## src/hw/rtl/tfp_pkg.sv

```systemverilog
// Package for the tagged frame parser: codes, tag texts and shared types.
package tfp_pkg;

  localparam int unsigned WinLen  = 5;
  localparam int unsigned NumTags = 8;

  // Parser phase; the unused code falls back to hunting.
  typedef enum logic [1:0] {
    PH_HUNT    = 2'd0,
    PH_PAYLOAD = 2'd1,
    PH_TRAILER = 2'd2
  } phase_e;

  // Result event codes.
  typedef enum logic [2:0] {
    EV_NO_MATCH = 3'd0,
    EV_TAG      = 3'd1,
    EV_PAYLOAD  = 3'd2,
    EV_TRAILER  = 3'd3,
    EV_ACK      = 3'd4,
    EV_ERROR    = 3'd5,
    EV_BUSY     = 3'd6,
    EV_RELEASED = 3'd7
  } event_e;

  typedef logic [3:0] msg_type_t;

  localparam msg_type_t MT_NONE       = 4'd0;
  localparam msg_type_t MT_REQUEST    = 4'd1;
  localparam msg_type_t MT_IDENT      = 4'd2;
  localparam msg_type_t MT_LEDMANAGER = 4'd3;
  localparam msg_type_t MT_PANEL      = 4'd4;
  localparam msg_type_t MT_DIODE      = 4'd5;
  localparam msg_type_t MT_PALETTE    = 4'd6;
  localparam msg_type_t MT_SLEEP      = 4'd7;
  localparam msg_type_t MT_LIGHT      = 4'd8;

  // Five-byte window, oldest byte in the top bits.
  typedef logic [8*WinLen-1:0] window_t;

  // Tag texts; entry i selects message type i+1.
  localparam window_t TagText [NumTags] = '{
    window_t'("Reque"), window_t'("Ident"), window_t'("LedMa"), window_t'("Panel"),
    window_t'("Diode"), window_t'("Custo"), window_t'("Sleep"), window_t'("Light")
  };

  localparam window_t TrailerText = window_t'("Clear");

  // Kind flag on the input stream.
  localparam logic KIND_BYTE    = 1'b0;
  localparam logic KIND_RELEASE = 1'b1;

endpackage

```

## src/hw/rtl/tagged_frame_parser_core.sv

```systemverilog
// Tagged frame parser: tag hunt, payload pass-through, trailer check, hold.
//
//  channel   dir  tdata (low bit up)                          tuser
//  s_axis    in   rx_byte[7:0]                                kind (0 byte, 1 release)
//  m_axis    out  msg_type[3:0] payload_index[9:4]            event_res[2:0]
//                 payload_byte[17:10] held_type[21:18] pad
//
// Cycles: one item per cycle while results are taken; each accepted item gives one
//   result item in the output register on the next edge. The tag compare, count
//   and trailer check sit between the parser state and that register.
// Reset: rst_ni clears window, phase, type, count, held type and output valid.
// Stalls: the output register holds until taken; a new item is accepted in the
//   same cycle the held result leaves, so tready drops only on a stalled result.
module tagged_frame_parser_core #(
  parameter int unsigned PALETTE_COLOURS = 16
) (
  input  logic        clk_i,
  input  logic        rst_ni,
  input  logic        s_axis_tvalid_i,
  output logic        s_axis_tready_o,
  input  logic [7:0]  s_axis_tdata_i,   // rx_byte
  input  logic        s_axis_tuser_i,   // kind
  output logic        m_axis_tvalid_o,
  input  logic        m_axis_tready_i,
  output logic [23:0] m_axis_tdata_o,   // msg_type, payload_index, payload_byte, held_type
  output logic [2:0]  m_axis_tuser_o    // event_res
);

  // Longest payload is the palette; the count must reach it and the trailer length.
  localparam int unsigned PalLen = 1 + 3 * PALETTE_COLOURS;
  localparam int unsigned MaxLen = (PalLen > tfp_pkg::WinLen) ? PalLen : tfp_pkg::WinLen;
  localparam int unsigned CntW   = $clog2(MaxLen + 1);

  typedef logic [CntW-1:0] count_t;

  // Payload length per message type; zero for types without payload.
  function automatic count_t payload_len(tfp_pkg::msg_type_t t);
    count_t len;
    len = '0;
    unique case (t)
      tfp_pkg::MT_LEDMANAGER: len = count_t'(2);
      tfp_pkg::MT_PANEL:      len = count_t'(5);
      tfp_pkg::MT_DIODE:      len = count_t'(6);
      tfp_pkg::MT_PALETTE:    len = count_t'(PalLen);
      tfp_pkg::MT_SLEEP:      len = count_t'(4);
      tfp_pkg::MT_LIGHT:      len = count_t'(1);
      default:                len = '0;
    endcase
    return len;
  endfunction

  // Parser state
  tfp_pkg::window_t   win_q, win_d;
  tfp_pkg::phase_e    phase_q, phase_d;
  tfp_pkg::msg_type_t frame_q, frame_d;
  count_t             cnt_q, cnt_d;
  tfp_pkg::msg_type_t held_q, held_d;

  // Output register
  logic               out_valid_q;
  tfp_pkg::event_e    ev_q, ev_d;
  tfp_pkg::msg_type_t mt_q, mt_d;
  logic [5:0]         idx_q, idx_d;
  logic [7:0]         pb_q, pb_d;

  logic               s_accept;
  tfp_pkg::window_t   win_shift;
  count_t             cnt_inc;
  tfp_pkg::msg_type_t tag_hit;

  // Accept whenever the output register is empty or leaving this cycle.
  assign s_axis_tready_o = !out_valid_q || m_axis_tready_i;
  assign s_accept        = s_axis_tvalid_i && s_axis_tready_o;

  assign win_shift = {win_q[8*tfp_pkg::WinLen-9:0], s_axis_tdata_i};
  assign cnt_inc   = cnt_q + count_t'(1);

  // Tag compare on the window after the shift; first match wins.
  always_comb begin
    tag_hit = tfp_pkg::MT_NONE;
    for (int i = tfp_pkg::NumTags - 1; i >= 0; i--) begin
      if (win_shift == tfp_pkg::TagText[i]) begin
        tag_hit = tfp_pkg::msg_type_t'(i + 1);
      end
    end
  end

  // Next state and result for the item at the input.
  always_comb begin
    win_d   = win_q;
    phase_d = phase_q;
    frame_d = frame_q;
    cnt_d   = cnt_q;
    held_d  = held_q;
    ev_d    = tfp_pkg::EV_NO_MATCH;
    mt_d    = tfp_pkg::MT_NONE;
    idx_d   = '0;
    pb_d    = '0;
    priority if (s_axis_tuser_i == tfp_pkg::KIND_RELEASE) begin
      ev_d   = tfp_pkg::EV_RELEASED;
      mt_d   = held_q;
      held_d = tfp_pkg::MT_NONE;
    end else if (held_q != tfp_pkg::MT_NONE) begin
      // Drop the byte while a frame is held.
      ev_d = tfp_pkg::EV_BUSY;
    end else begin
      unique case (phase_q)
        tfp_pkg::PH_PAYLOAD: begin
          // Payload bypasses the window.
          ev_d  = tfp_pkg::EV_PAYLOAD;
          mt_d  = frame_q;
          idx_d = 6'(cnt_q);
          pb_d  = s_axis_tdata_i;
          cnt_d = cnt_inc;
          if (cnt_inc >= payload_len(frame_q)) begin
            phase_d = tfp_pkg::PH_TRAILER;
            cnt_d   = '0;
          end
        end
        tfp_pkg::PH_TRAILER: begin
          win_d = win_shift;
          mt_d  = frame_q;
          cnt_d = cnt_inc;
          if (cnt_inc >= count_t'(tfp_pkg::WinLen)) begin
            if (win_shift == tfp_pkg::TrailerText) begin
              ev_d   = tfp_pkg::EV_ACK;
              held_d = frame_q;
            end else begin
              ev_d = tfp_pkg::EV_ERROR;
            end
            phase_d = tfp_pkg::PH_HUNT;
            cnt_d   = '0;
          end else begin
            ev_d = tfp_pkg::EV_TRAILER;
          end
        end
        default: begin
          // Hunting; the unused phase code lands here too.
          phase_d = tfp_pkg::PH_HUNT;
          win_d   = win_shift;
          if (tag_hit != tfp_pkg::MT_NONE) begin
            ev_d    = tfp_pkg::EV_TAG;
            mt_d    = tag_hit;
            frame_d = tag_hit;
            cnt_d   = '0;
            phase_d = (payload_len(tag_hit) != '0) ? tfp_pkg::PH_PAYLOAD
                                                   : tfp_pkg::PH_TRAILER;
          end
        end
      endcase
    end
  end

  // Parser state advances only on an accepted item.
  always_ff @(posedge clk_i or negedge rst_ni) begin
    if (!rst_ni) begin
      win_q   <= '0;
      phase_q <= tfp_pkg::PH_HUNT;
      frame_q <= tfp_pkg::MT_NONE;
      cnt_q   <= '0;
      held_q  <= tfp_pkg::MT_NONE;
    end else if (s_accept) begin
      win_q   <= win_d;
      phase_q <= phase_d;
      frame_q <= frame_d;
      cnt_q   <= cnt_d;
      held_q  <= held_d;
    end
  end

  always_ff @(posedge clk_i or negedge rst_ni) begin
    if (!rst_ni) begin
      out_valid_q <= 1'b0;
    end else if (s_accept) begin
      out_valid_q <= 1'b1;
    end else if (m_axis_tready_i) begin
      out_valid_q <= 1'b0;
    end
  end

  // Result payload; the held type is the one after the step.
  tfp_pkg::msg_type_t held_out_q;

  always_ff @(posedge clk_i) begin
    if (s_accept) begin
      ev_q       <= ev_d;
      mt_q       <= mt_d;
      idx_q      <= idx_d;
      pb_q       <= pb_d;
      held_out_q <= held_d;
    end
  end

  assign m_axis_tvalid_o = out_valid_q;
  assign m_axis_tuser_o  = ev_q;
  assign m_axis_tdata_o  = {2'b00, held_out_q, pb_q, idx_q, mt_q};

  // A held frame only exists after a completed trailer, so hunting resumes.
  a_held_in_hunt: assert property (@(posedge clk_i) disable iff (!rst_ni)
    held_q != tfp_pkg::MT_NONE |-> phase_q == tfp_pkg::PH_HUNT)
    else $error("held frame outside hunt phase");

  a_trailer_count: assert property (@(posedge clk_i) disable iff (!rst_ni)
    phase_q == tfp_pkg::PH_TRAILER |-> cnt_q < count_t'(tfp_pkg::WinLen))
    else $error("trailer count overran the window");

  a_payload_type: assert property (@(posedge clk_i) disable iff (!rst_ni)
    phase_q == tfp_pkg::PH_PAYLOAD |-> payload_len(frame_q) != '0)
    else $error("payload phase for a type without payload");

  a_busy_reject: assert property (@(posedge clk_i) disable iff (!rst_ni)
    s_accept && s_axis_tuser_i == tfp_pkg::KIND_BYTE && held_q != tfp_pkg::MT_NONE
    |=> out_valid_q && ev_q == tfp_pkg::EV_BUSY && $stable(win_q))
    else $error("byte not rejected while a frame is held");

endmodule
```

## config.mk

```make
export PLATFORM = sky130hd
export DESIGN_NAME = tagged_frame_parser_core
export DESIGN_NICKNAME = d
export VERILOG_FILES = /design/src/hw/rtl/tfp_pkg.sv /design/src/hw/rtl/tagged_frame_parser_core.sv
export SDC_FILE = /design/constraint.sdc
export NUM_CORES = 1
export LEC_CHECK = 0
export BUFFER_PORTS_ARGS = -buffer_cell sky130_fd_sc_hd__buf_4
export CORE_ASPECT_RATIO = 1.2
export CORE_MARGIN = 2
export CORE_UTILIZATION = 25
export DETAILED_ROUTE_END_ITERATION = 8
export GPL_TIMING_DRIVEN = 0
export RECOVER_POWER = 50
export SLEW_MARGIN = 15
export SYNTH_ARGS = -nofsm -noshare
export SYNTH_HDL_FRONTEND = slang
export SYNTH_SLANG_ARGS = --single-unit
```

## constraint.sdc

```tcl
create_clock -name clk_i -period 3.75 [get_ports clk_i]
set_input_delay 1.125 -clock clk_i [delete_from_list [all_inputs] [get_ports clk_i]]
set_output_delay 1.125 -clock clk_i [all_outputs]
set_load 0.01 [all_outputs]
```

==> flow_results.xml, run 1 <==
<?xml version="1.0" encoding="UTF-8"?>
<metrics>
  <group name="worst_setup_path">
    <metric name="critPathMaxStageDelay" unit="ns">0.60</metric>
    <metric name="ff2ff_path_depth" unit="">6</metric>
    <metric name="timing.critical_path.max_delay_family" unit="">simple AND/OR/NAND/NOR gates</metric>
    <metric name="timing.critical_path.arrival" unit="ns">3.66</metric>
    <metric name="crit_fanout" unit="">28</metric>
    <metric name="path_buf_inv" unit="">2</metric>
    <metric name="endpoint_kind" unit="">flip-flop</metric>
    <metric name="crit_type" unit="">in2reg</metric>
    <metric name="worst_path_max_delay_cell" unit="">and2_2</metric>
    <metric name="critical_register_to_register_path_startpoint" unit="">held_q[0]$_DFFE_PN0P_</metric>
    <metric name="rrSetupSlack" unit="ns">0.76</metric>
    <metric name="required_time_reported_for_the_critical_path_endpoint" unit="ns">3.97</metric>
    <metric name="rr_endpoint" unit="">win_q[28]$_DFFE_PN0P_</metric>
    <metric name="category_of_the_worst_setup_path_launch_point" unit="">primary input</metric>
    <metric name="worstPathCellList" unit="">clkbuf_4, nand2b_1, and2_2, nand2_1, nor2_1, buf_2, mux2_2</metric>
  </group>
  <group name="synth">
    <metric name="top_flip_flop_cell_by_instance_count_after_synthesis" unit="">dfrtp_1</metric>
    <metric name="ys.warnings.count" unit="">0</metric>
    <metric name="post_synth.cell_area_avg" unit="µm²">10.8</metric>
    <metric name="number_of_storage_elements_in_the_synthesis_netlist" unit="">74</metric>
    <metric name="synth_seq_area_share" unit="%">48.3</metric>
    <metric name="number_of_enable_type_register_cells_in_the_synthesized_netlist" unit="">25</metric>
    <metric name="syn_inst" unit="">378</metric>
    <metric name="syn_area" unit="mm²">0.00410</metric>
    <metric name="proportion_of_register_bits_with_asynchronous_set_or_reset_after_synthesis" unit="%">66.2</metric>
    <metric name="post_synth_num_cell_types" unit="">62</metric>
  </group>
  <group name="cts">
    <metric name="max-clock-path-buffers" unit="">2</metric>
    <metric name="clock_sinks" unit="">74</metric>
    <metric name="cts-resized-gates" unit="">1</metric>
    <metric name="cts_root_buf" unit="">clkbuf_16</metric>
    <metric name="post_cts_hold_buffer_count" unit="">0</metric>
    <metric name="path_clk_slew" unit="ns">0.06</metric>
    <metric name="clock_latency" unit="ns">0.34</metric>
    <metric name="number_of_h_tree_branching_levels" unit="">3</metric>
    <metric name="cts_buffers" unit="">9</metric>
    <metric name="post_cts_setup_buffer_count" unit="">0</metric>
    <metric name="tritoncts" unit="">done</metric>
  </group>
  <group name="finish">
    <metric name="n_fill_cell" unit="">1688</metric>
    <metric name="layout.cells.most_common_list" unit="">49 x dfrtp_1, 36 x nor2_1, 34 x clkbuf_1, 25 x edfxtp_1, 22 x mux2_2</metric>
    <metric name="final_layout_size_suffix_gt1_share" unit="%">17.1</metric>
    <metric name="synthToLayoutAreaGrowth" unit="%">18.7</metric>
    <metric name="fin_area" unit="mm²">0.00486</metric>
    <metric name="final_core_utilization" unit="%">30.1</metric>
    <metric name="num-nets-final" unit="">451</metric>
    <metric name="layout.cells.most_common" unit="">dfrtp_1</metric>
    <metric name="insertedDiodeCount" unit="">0</metric>
    <metric name="multiInputGateArea" unit="mm²">0.00200</metric>
    <metric name="seq_area" unit="mm²">0.00198</metric>
    <metric name="layoutNonFillerInstCount" unit="">646</metric>
  </group>
  <group name="floorplan">
    <metric name="start_util" unit="%">25.4</metric>
    <metric name="coreArea" unit="mm²">0.0161</metric>
    <metric name="placement_rows" unit="">51</metric>
    <metric name="die_area" unit="mm²">0.0174</metric>
    <metric name="floorplan.io_pins" unit="">42</metric>
    <metric name="die_height" unit="µm">144</metric>
    <metric name="die-width" unit="µm">121</metric>
  </group>
  <group name="place">
    <metric name="dp.final_hpwl" unit="mm">7.65</metric>
    <metric name="place_congestion" unit="">0.887</metric>
    <metric name="post-place-cells" unit="">630</metric>
    <metric name="placed_cell_area" unit="mm²">0.00466</metric>
    <metric name="place.port_buffers" unit="">39</metric>
  </group>
  <group name="drt">
    <metric name="detailedRoute.firstPassIterationCount" unit="">4</metric>
    <metric name="drt-wirelength-per-cell" unit="µm">15.8</metric>
    <metric name="drt_iter0_markers" unit="">207</metric>
    <metric name="final_antenna_net_count" unit="">0</metric>
    <metric name="via_per_inst" unit="">4.87</metric>
    <metric name="remaining_drc_errors" unit="">0</metric>
    <metric name="dr_total_vias" unit="">3147</metric>
    <metric name="drt-total-wl" unit="mm">10.2</metric>
  </group>
  <group name="sta">
    <metric name="drv_slew" unit="">0</metric>
    <metric name="finalHoldViolCount" unit="">0</metric>
    <metric name="fin_hold_ws" unit="ns">0.517</metric>
    <metric name="fmaxAchievable" unit="GHz">0.290</metric>
    <metric name="report.final.setup_viol" unit="">0</metric>
    <metric name="tightest_slew" unit="ns">1.26</metric>
    <metric name="skew" unit="ns">0.00660</metric>
    <metric name="grt_setup_unrepaired" unit="">no</metric>
    <metric name="timing.final.crit_period" unit="ns">3.44</metric>
    <metric name="period_share" unit="%">91.8</metric>
    <metric name="timing.max_slew.rel_slack" unit="%">15.9</metric>
  </group>
  <group name="power_and_ir_drop">
    <metric name="worst_supply_voltage_drop_on_vdd" unit="V">0.000178</metric>
    <metric name="standby_leakage_power" unit="nW">1.94</metric>
    <metric name="cellPowerDensity" unit="mW/mm²">485</metric>
  </group>
  <group name="hold_path">
    <metric name="holdPathStages" unit="">1</metric>
    <metric name="worst_min_path_class" unit="">reg2reg</metric>
    <metric name="min_to" unit="">phase_q[1]$_DFFE_PN0P_</metric>
    <metric name="worst_hold_start" unit="">phase_q[1]$_DFFE_PN0P_</metric>
  </group>
  <group name="flow_run">
    <metric name="maxCapViolations" unit="">0</metric>
  </group>
  <group name="global_routing">
    <metric name="grt_pass1_wl" unit="mm">16.2</metric>
    <metric name="pin_count_of_the_biggest_net_entering_global_routing" unit="">50</metric>
    <metric name="via_count_of_the_first_global_routing_pass" unit="">3099</metric>
    <metric name="globalRouteTotalUtil" unit="%">12.1</metric>
    <metric name="grt-ovfl-total" unit="">0</metric>
    <metric name="grt_antenna_before_repair" unit="">0</metric>
  </group>
  <group name="outcome">
    <metric name="run_status" unit="">complete, no violations</metric>
  </group>
</metrics>
-- registers in the layout, indices dropped and copies added, names as in the netlist --
register	cells
win_q	32
held_out_q	4
mt_q	4
m_axis_tvalid_o	1
m_axis_tuser_o	3
pb_q	8
frame_q	4
cnt_q	6
idx_q	6
held_q	4
phase_q	2
-- per-layer routing --
layer	track usage, %	vias up	wire (µm)
met1	14.3	1533	4450
met4	5.32	0	275
met2	21.1	83	5000
met5	0	-	0
met3	2.52	17	474
li1	-	1514	-
-- Yosys cell counts, drive strengths merged (2+ instances only) --
library cell	number	share of area (%)
a2111oi	2	0.89
a211o	3	0.64
a21o	8	1.5
a21oi	21	2.7
a22o	4	0.86
a32o	2	0.49
and2	3	0.46
and3	18	2.7
and4	3	0.64
and4b	2	0.49
buf	9	1.2
clkbuf	8	0.73
dfrtp	49	30
edfxtp	25	18
ha	9	2.7
inv	11	1.0
mux2	33	9.1
mux2i	2	0.49
nand2	14	1.3
nand2b	9	1.4
nand3	10	1.2
nand3b	4	0.73
nand4	11	1.8
nand4b	6	1.3
nand4bb	3	0.82
nor2	36	3.3
nor2b	4	0.61
nor3	10	1.3
nor3b	6	1.1
nor4	13	2.9
nor4b	2	0.43
nor4bb	2	0.49
o21ai	10	1.2
or2	5	0.76
or3b	4	0.86
or4b	2	0.58
xnor2	2	0.43
xor2	2	0.43
-- layout make-up --
type	instances	share of cell area, %
multi-input combinational	277	41.2
sequential	74	40.7
timing repair buffer	39	3.96
inverter	11	0.849
tap	212	5.46
buffer	17	1.62
clock buffer	10	4.92
clock inverter	6	1.34
-- report_power, final --
group | switching (W) | total [W] | internal, W
registers | 0.000152 | 0.00113 | 0.000973
logic | 0.000183 | 0.000364 | 0.000181
clock network | 0.000338 | 0.000871 | 0.000533
total | 0.000672 | 0.00236 | 0.00169
-- cells by family after synthesis --
family | share of synthesized area, %
AO/OA/AOI/OAI | 9.66
XOR/XNOR | 0.856
adder cells (fa/ha/maj) | 2.75
buffers and inverters | 2.93
flip-flops | 48.3
multiplexers | 9.56
other | 0.0916
AND/OR/NAND/NOR | 25.9
-- stage by stage --
stage | setup slack, ns | setup TNS [ns] | power [W]
floorplan | 0.446 | 0 | 0.00135
global placement | -0.532 | -14.65 | 0.00151
detailed placement | -0.538 | -14.46 | 0.00152
CTS | 0.303 | 0 | 0.00240
global route | 0.147 | 0 | 0.00247
finish | 0.306 | 0 | 0.00236
-- worst max path at each step --
stage | from | endpoint | cells after the start
2_1_floorplan | m_axis_tready_i | win_q[1]$_DFFE_PN0P_ | 6
3_3_place_gp | m_axis_tready_i | win_q[4]$_DFFE_PN0P_ | 7
3_5_place_dp | m_axis_tready_i | win_q[28]$_DFFE_PN0P_ | 7
4_1_cts | m_axis_tready_i | win_q[28]$_DFFE_PN0P_ | 7
5_1_grt | m_axis_tready_i | win_q[1]$_DFFE_PN0P_ | 7
6_report | m_axis_tready_i | win_q[28]$_DFFE_PN0P_ | 7
Note: power is estimated with default switching activity, not from simulation.
==> run 2, diff against run 1 <==
--- a/config.mk
+++ b/config.mk
@@ -11,7 +11,6 @@
 export CORE_UTILIZATION = 25
 export DETAILED_ROUTE_END_ITERATION = 8
 export GPL_TIMING_DRIVEN = 0
-export RECOVER_POWER = 50
 export SLEW_MARGIN = 15
 export SYNTH_ARGS = -nofsm -noshare
 export SYNTH_HDL_FRONTEND = slang
==> run 2 against run 1 <==
Compared with the run above: worst setup slack improved by 0.016 ns; sequential share of layout area fell by 0.82 points; core utilization rose by 0.62 points; sequential power barely moved; wire length fell by 0.39%; cell area rose by 2.1%; non-clock buffer count did not move; via count fell by 0.83%; clock power barely moved; critical path depth did not move.
==> flow_results.xml, run 2 (same netlist as run 1, synthesis figures left out) <==
<?xml version="1.0" encoding="UTF-8"?>
<metrics>
  <group name="floorplan">
    <metric name="die_area" unit="mm²">0.0174</metric>
    <metric name="floorplan.io_pins" unit="">42</metric>
    <metric name="placement_rows" unit="">51</metric>
    <metric name="die-width" unit="µm">121</metric>
    <metric name="coreArea" unit="mm²">0.0161</metric>
    <metric name="die_height" unit="µm">144</metric>
    <metric name="start_util" unit="%">25.4</metric>
  </group>
  <group name="drt">
    <metric name="drt_iter0_markers" unit="">176</metric>
    <metric name="dr_total_vias" unit="">3121</metric>
    <metric name="via_per_inst" unit="">4.83</metric>
    <metric name="drt-total-wl" unit="mm">10.2</metric>
    <metric name="final_antenna_net_count" unit="">0</metric>
    <metric name="remaining_drc_errors" unit="">0</metric>
    <metric name="detailedRoute.firstPassIterationCount" unit="">4</metric>
    <metric name="drt-wirelength-per-cell" unit="µm">15.7</metric>
  </group>
  <group name="cts">
    <metric name="path_clk_slew" unit="ns">0.06</metric>
    <metric name="post_cts_hold_buffer_count" unit="">0</metric>
    <metric name="cts_root_buf" unit="">clkbuf_16</metric>
    <metric name="tritoncts" unit="">done</metric>
    <metric name="cts-resized-gates" unit="">1</metric>
    <metric name="number_of_h_tree_branching_levels" unit="">3</metric>
    <metric name="clock_latency" unit="ns">0.33</metric>
    <metric name="post_cts_setup_buffer_count" unit="">0</metric>
    <metric name="max-clock-path-buffers" unit="">2</metric>
    <metric name="cts_buffers" unit="">9</metric>
    <metric name="clock_sinks" unit="">74</metric>
  </group>
  <group name="sta">
    <metric name="timing.final.crit_period" unit="ns">3.43</metric>
    <metric name="finalHoldViolCount" unit="">0</metric>
    <metric name="report.final.setup_viol" unit="">0</metric>
    <metric name="period_share" unit="%">91.4</metric>
    <metric name="fmaxAchievable" unit="GHz">0.292</metric>
    <metric name="drv_slew" unit="">0</metric>
    <metric name="tightest_slew" unit="ns">0.916</metric>
    <metric name="skew" unit="ns">0.00609</metric>
    <metric name="fin_hold_ws" unit="ns">0.517</metric>
    <metric name="grt_setup_unrepaired" unit="">no</metric>
    <metric name="setup_ws" unit="ns">0.322</metric>
    <metric name="timing.max_slew.rel_slack" unit="%">37.3</metric>
  </group>
  <group name="place">
    <metric name="place_worst_setup_slack" unit="ns">-0.538</metric>
    <metric name="place.port_buffers" unit="">39</metric>
    <metric name="place_congestion" unit="">0.887</metric>
    <metric name="dp.final_hpwl" unit="mm">7.65</metric>
  </group>
  <group name="finish">
    <metric name="number_of_flip_flops_in_the_largest_register" unit="">32</metric>
    <metric name="num-nets-final" unit="">451</metric>
    <metric name="final_layout_size_suffix_gt1_share" unit="%">23.0</metric>
    <metric name="synthToLayoutAreaGrowth" unit="%">21.2</metric>
    <metric name="insertedDiodeCount" unit="">0</metric>
    <metric name="reg.largest.list" unit="">win_q (32), pb_q (8)</metric>
    <metric name="top_register" unit="">win_q</metric>
    <metric name="layout.cells.most_common_list" unit="">49 x dfrtp_1, 41 x buf_4, 36 x nor2_1, 25 x edfxtp_1, 22 x mux2_2</metric>
    <metric name="layout.cells.most_common" unit="">dfrtp_1</metric>
  </group>
  <group name="hold_path">
    <metric name="worst_min_path_class" unit="">reg2reg</metric>
  </group>
  <group name="power_and_ir_drop">
    <metric name="power_switching" unit="W">0.000669</metric>
    <metric name="power_frac_seq" unit="%">47.6</metric>
    <metric name="cellPowerDensity" unit="mW/mm²">477</metric>
    <metric name="comb_power_share" unit="%">15.8</metric>
    <metric name="worst_supply_voltage_drop_on_vdd" unit="V">0.000178</metric>
    <metric name="switching_share" unit="%">28.3</metric>
    <metric name="pwr-share-clk" unit="%">36.7</metric>
    <metric name="standby_leakage_power" unit="nW">2.03</metric>
    <metric name="internal-power" unit="W">0.00170</metric>
  </group>
  <group name="global_routing">
    <metric name="pin_count_of_the_biggest_net_entering_global_routing" unit="">50</metric>
    <metric name="via_count_of_the_first_global_routing_pass" unit="">3099</metric>
    <metric name="grt-ovfl-total" unit="">0</metric>
    <metric name="globalRouteTotalUtil" unit="%">12.1</metric>
    <metric name="grt_antenna_before_repair" unit="">0</metric>
    <metric name="grt_pass1_wl" unit="mm">16.2</metric>
  </group>
  <group name="flow_run">
    <metric name="maxCapViolations" unit="">0</metric>
  </group>
  <group name="worst_setup_path">
    <metric name="timing.critical_path.arrival" unit="ns">3.64</metric>
    <metric name="crit_type" unit="">in2reg</metric>
    <metric name="critPathMaxStageDelay" unit="ns">0.60</metric>
    <metric name="category_of_the_worst_setup_path_launch_point" unit="">primary input</metric>
    <metric name="worstPathCellList" unit="">buf_4, nand2b_1, and2_2, nand2_1, nor2_1, buf_2, mux2_2</metric>
    <metric name="crit_fanout" unit="">28</metric>
    <metric name="worst_path_max_delay_cell" unit="">and2_2</metric>
    <metric name="required_time_reported_for_the_critical_path_endpoint" unit="ns">3.96</metric>
    <metric name="endpoint_kind" unit="">flip-flop</metric>
  </group>
  <group name="outcome">
    <metric name="run_status" unit="">complete, no violations</metric>
  </group>
</metrics>
[run 2: cell type report]
cell class / instances / area, µm²
fill: 1669 / 11200
clock inverter: 6 / 65.1
timing repair buffer: 39 / 293
clock buffer: 10 / 239
buffer: 17 / 78.8
inverter: 11 / 41.3
tap: 212 / 265
sequential: 74 / 1980
multi-input combinational: 277 / 2000
[run 2: power groups by stage]
| stage | Combinational [W] | Clock (W) | Sequential (W) |
|---|---|---|---|
| after floorplan | 0.000265 | 0 | 0.00109 |
| after detailed placement | 0.000373 | 0 | 0.00114 |
| after CTS | 0.000377 | 0.000894 | 0.00113 |
| after global placement | 0.000371 | 0 | 0.00114 |
| after global routing | 0.000408 | 0.000915 | 0.00115 |
| final | 0.000373 | 0.000868 | 0.00113 |
[run 2: stage by stage]
stage	instances	setup TNS (ns)	util (%)	power [W]	area [µm²]
3_5_place_dp	630	-14.46	28.8	0.00152	4660
5_1_grt	646	0	30.7	0.00248	4960
6_report	646	0	30.7	0.00237	4960
4_1_cts	646	0	30.7	0.00240	4960
2_1_floorplan	379	0	-	0.00135	4100
3_3_place_gp	630	-14.65	28.8	0.00151	4660
[run 2: critical path: cells and delay by family]
kind | cells | cell delay (ns)
buf+inv | 2 | 0.48
mux | 1 | 0.38
simple gates | 4 | 1.64
[run 2: final timing paths]
| path | startpoint | end | slack (ns) | cells after the start |
|---|---|---|---|---|
| max | m_axis_tready_i | win_q[28]$_DFFE_PN0P_ | 0.32 | 7 |
| min | phase_q[1]$_DFFE_PN0P_ | phase_q[1]$_DFFE_PN0P_ | 0.52 | 1 |
| max reg2reg | held_q[0]$_DFFE_PN0P_ | win_q[28]$_DFFE_PN0P_ | 0.76 | 6 |
| min reg2reg | phase_q[1]$_DFFE_PN0P_ | phase_q[1]$_DFFE_PN0P_ | 0.52 | 1 |
| max in group asynchronous | rst_ni | phase_q[1]$_DFFE_PN0P_ | 2.50 | 1 |
| min in group asynchronous | rst_ni | win_q[20]$_DFFE_PN0P_ | 0.82 | 1 |
[run 2: layer usage]
metal / part of all wire (%) / up-vias / track usage, %
li1: - / 1511 / -
met1: 44 / 1519 / 14.3
met2: 50 / 77 / 21.1
met3: 4.2 / 14 / 2.52
met4: 2.2 / 0 / 5.32
met5: 0 / - / 0
==> run 3, diff against run 2 <==
--- a/config.mk
+++ b/config.mk
@@ -6,7 +6,7 @@
 export NUM_CORES = 1
 export LEC_CHECK = 0
 export BUFFER_PORTS_ARGS = -buffer_cell sky130_fd_sc_hd__buf_4
-export CORE_ASPECT_RATIO = 1.2
+export CORE_ASPECT_RATIO = 2
 export CORE_MARGIN = 2
 export CORE_UTILIZATION = 25
 export DETAILED_ROUTE_END_ITERATION = 8
==> run 3 against run 2 <==
Compared with the run above: core utilization about the same; fmax is 1.2% higher; clock-buffer cell count is 1 lower; wire length grew 10%; clock power grew 6.2%; cell area is 0.38% higher; combinational power about the same; highest routed layer unchanged.
==> flow_results.xml, run 3 (same netlist as run 1, synthesis figures left out) <==
<?xml version="1.0" encoding="UTF-8"?>
<metrics>
  <group name="power_and_ir_drop">
    <metric name="worst_supply_voltage_drop_on_vdd" unit="V">0.000212</metric>
    <metric name="power_switching" unit="W">0.000688</metric>
    <metric name="internal-power" unit="W">0.00175</metric>
    <metric name="power_frac_seq" unit="%">46.7</metric>
    <metric name="standby_leakage_power" unit="nW">2.06</metric>
    <metric name="comb_power_share" unit="%">15.5</metric>
    <metric name="pwr-share-clk" unit="%">37.9</metric>
    <metric name="cellPowerDensity" unit="mW/mm²">489</metric>
    <metric name="switching_share" unit="%">28.3</metric>
  </group>
  <group name="sta">
    <metric name="period_share" unit="%">90.3</metric>
    <metric name="skew" unit="ns">0.00400</metric>
    <metric name="report.final.setup_viol" unit="">0</metric>
    <metric name="timing.final.crit_period" unit="ns">3.39</metric>
    <metric name="setup_ws" unit="ns">0.364</metric>
    <metric name="finalHoldViolCount" unit="">0</metric>
    <metric name="fmaxAchievable" unit="GHz">0.295</metric>
    <metric name="timing.max_slew.rel_slack" unit="%">37.3</metric>
    <metric name="drv_slew" unit="">0</metric>
    <metric name="finalSetupTns" unit="ns">0</metric>
    <metric name="grt_setup_unrepaired" unit="">no</metric>
    <metric name="tightest_slew" unit="ns">0.916</metric>
  </group>
  <group name="worst_setup_path">
    <metric name="rr_endpoint" unit="">win_q[30]$_DFFE_PN0P_</metric>
    <metric name="category_of_the_worst_setup_path_launch_point" unit="">primary input</metric>
    <metric name="setup.worst_path.end" unit="">win_q[30]$_DFFE_PN0P_</metric>
    <metric name="rrSetupSlack" unit="ns">0.73</metric>
    <metric name="critical_register_to_register_path_startpoint" unit="">held_q[2]$_DFFE_PN0P_</metric>
    <metric name="endpoint_kind" unit="">flip-flop</metric>
    <metric name="worst_path_max_delay_cell" unit="">nor2_1</metric>
    <metric name="timing.critical_path.arrival" unit="ns">3.61</metric>
    <metric name="ff2ff_path_depth" unit="">6</metric>
    <metric name="worstPathCellList" unit="">buf_4, nand2b_1, and2_1, buf_8, nand2_1, nor2_1, buf_2, mux2_2</metric>
    <metric name="setup.worst_path.start" unit="">m_axis_tready_i</metric>
    <metric name="required_time_reported_for_the_critical_path_endpoint" unit="ns">3.98</metric>
    <metric name="crit_type" unit="">in2reg</metric>
    <metric name="crit_fanout" unit="">18</metric>
    <metric name="critPathMaxStageDelay" unit="ns">0.56</metric>
  </group>
  <group name="finish">
    <metric name="reg.largest.list" unit="">win_q (32), pb_q (8)</metric>
    <metric name="n_fill_cell" unit="">1667</metric>
    <metric name="synthToLayoutAreaGrowth" unit="%">21.6</metric>
    <metric name="layout.cells.most_common" unit="">dfrtp_1</metric>
    <metric name="number_of_flip_flops_in_the_largest_register" unit="">32</metric>
    <metric name="final_core_utilization" unit="%">30.8</metric>
    <metric name="layoutNonFillerInstCount" unit="">639</metric>
    <metric name="top_register" unit="">win_q</metric>
    <metric name="insertedDiodeCount" unit="">0</metric>
    <metric name="final_layout_size_suffix_gt1_share" unit="%">22.8</metric>
    <metric name="num-nets-final" unit="">452</metric>
    <metric name="layout.cells.most_common_list" unit="">49 x dfrtp_1, 41 x buf_4, 36 x nor2_1, 25 x edfxtp_1, 22 x mux2_2</metric>
  </group>
  <group name="global_routing">
    <metric name="grt-ovfl-total" unit="">0</metric>
    <metric name="grt_use_met2" unit="%">26.5</metric>
    <metric name="globalRouteMet3Util" unit="%">2.32</metric>
    <metric name="grt_pass1_wl" unit="mm">17.0</metric>
    <metric name="globalRouteTotalUtil" unit="%">13.3</metric>
    <metric name="globalRoute.busiestLayer" unit="">met2</metric>
    <metric name="via_count_of_the_first_global_routing_pass" unit="">3276</metric>
    <metric name="pin_count_of_the_biggest_net_entering_global_routing" unit="">50</metric>
    <metric name="grt_antenna_before_repair" unit="">0</metric>
    <metric name="global_route.usage.met1" unit="%">10.5</metric>
  </group>
  <group name="floorplan">
    <metric name="die_area" unit="mm²">0.0175</metric>
    <metric name="placement_rows" unit="">66</metric>
    <metric name="floorplan.io_pins" unit="">42</metric>
    <metric name="die_height" unit="µm">185</metric>
    <metric name="start_util" unit="%">25.3</metric>
    <metric name="coreArea" unit="mm²">0.0162</metric>
    <metric name="die-width" unit="µm">94.5</metric>
  </group>
  <group name="place">
    <metric name="place.port_buffers" unit="">39</metric>
    <metric name="place_congestion" unit="">0.908</metric>
    <metric name="dp.final_hpwl" unit="mm">8.85</metric>
    <metric name="place_worst_setup_slack" unit="ns">-0.0146</metric>
    <metric name="post-place-cells" unit="">623</metric>
  </group>
  <group name="cts">
    <metric name="clock_latency" unit="ns">0.34</metric>
    <metric name="max-clock-path-buffers" unit="">2</metric>
    <metric name="path_clk_slew" unit="ns">0.06</metric>
    <metric name="cts-resized-gates" unit="">0</metric>
    <metric name="post_cts_setup_buffer_count" unit="">0</metric>
    <metric name="cts_buffers" unit="">9</metric>
    <metric name="cts_root_buf" unit="">clkbuf_16</metric>
    <metric name="tritoncts" unit="">done</metric>
    <metric name="number_of_h_tree_branching_levels" unit="">3</metric>
    <metric name="post_cts_hold_buffer_count" unit="">0</metric>
    <metric name="clock_sinks" unit="">74</metric>
  </group>
  <group name="drt">
    <metric name="via_per_inst" unit="">4.99</metric>
    <metric name="drt-total-wl" unit="mm">11.2</metric>
    <metric name="dr_total_vias" unit="">3189</metric>
    <metric name="final_antenna_net_count" unit="">0</metric>
    <metric name="drt_iter0_markers" unit="">92</metric>
    <metric name="detailedRoute.firstPassIterationCount" unit="">4</metric>
    <metric name="drt-wirelength-per-cell" unit="µm">17.5</metric>
    <metric name="remaining_drc_errors" unit="">0</metric>
  </group>
  <group name="flow_run">
    <metric name="maxCapViolations" unit="">0</metric>
  </group>
  <group name="outcome">
    <metric name="run_status" unit="">complete, no violations</metric>
  </group>
  <group name="hold_path">
    <metric name="worst_min_path_class" unit="">reg2reg</metric>
  </group>
</metrics>
==> run 3: changes by cell type in the layout (fill, tap and decap cells not counted) <==
cell,previous run,this run
clkinvlp_4,3,0
clkinv_1,1,2
buf_8,0,1
and2_2,1,0
bufinv_16,1,2
clkbuf_8,1,0
inv_6,1,0
and2_1,2,3
clkinv_4,0,3
==> run 3: cell type report <==
class                   instances  area (µm²)  share of cell area (%)
repair buffers                 40         308                    6.18
plain buffers                  17        78.8                    1.58
clock inverters                 7        93.8                    1.88
flip-flops and latches         74        1980                    39.7
clock buffers                   9         225                    4.52
inverters                      11        41.3                   0.829
well taps                     204         255                    5.12
multi-input cells             277        2000                    40.2
==> run 3: how the worst min path moves through the flow <==
stage,startpoint,to,depth (start not counted)
after global routing,win_q[6]$_DFFE_PN0P_,win_q[6]$_DFFE_PN0P_,1
after detailed placement,phase_q[1]$_DFFE_PN0P_,phase_q[1]$_DFFE_PN0P_,1
final,win_q[6]$_DFFE_PN0P_,win_q[6]$_DFFE_PN0P_,1
after global placement,phase_q[1]$_DFFE_PN0P_,phase_q[1]$_DFFE_PN0P_,1
after CTS,phase_q[1]$_DFFE_PN0P_,phase_q[1]$_DFFE_PN0P_,1
after floorplan,win_q[6]$_DFFE_PN0P_,win_q[6]$_DFFE_PN0P_,1
==> run 3: power groups by stage <==
| stage | combinational (W) | sequential, W | clock, W |
|---|---|---|---|
| after floorplan | 0.000265 | 0.00109 | 0 |
| after global placement | 0.000375 | 0.00114 | 0 |
| after detailed placement | 0.000381 | 0.00115 | 0 |
| after CTS | 0.000381 | 0.00113 | 0.000939 |
| after global routing | 0.000410 | 0.00115 | 0.000972 |
| final | 0.000376 | 0.00114 | 0.000922 |
==> run 3: per-stage QoR <==
| stage | hold WS (ns) | cell area (µm²) | total power, W |
|---|---|---|---|
| final | 0.520 | 4980 | 0.00243 |
| after global routing | 0.555 | 4980 | 0.00254 |
| after CTS | 0.520 | 4980 | 0.00245 |
| after detailed placement | 0.507 | 4660 | 0.00153 |
| after global placement | 0.488 | 4650 | 0.00152 |
| after floorplan | 0.475 | 4100 | 0.00135 |
==> run 3: critical path, delay by kind of cell <==
family	cells	cell delay, ns
and+or+nand+nor	4	1.36
muxes	1	0.37
buffers and inverters	3	0.74
==> run 3: per-layer routing <==
layer | wire [µm] | share of wire [%] | vias up
li1 | - | - | 1517
met1 | 3550 | 32 | 1554
met4 | 699 | 6.3 | 0
met3 | 287 | 2.6 | 42
met5 | 0 | 0 | -
met2 | 6640 | 59 | 76
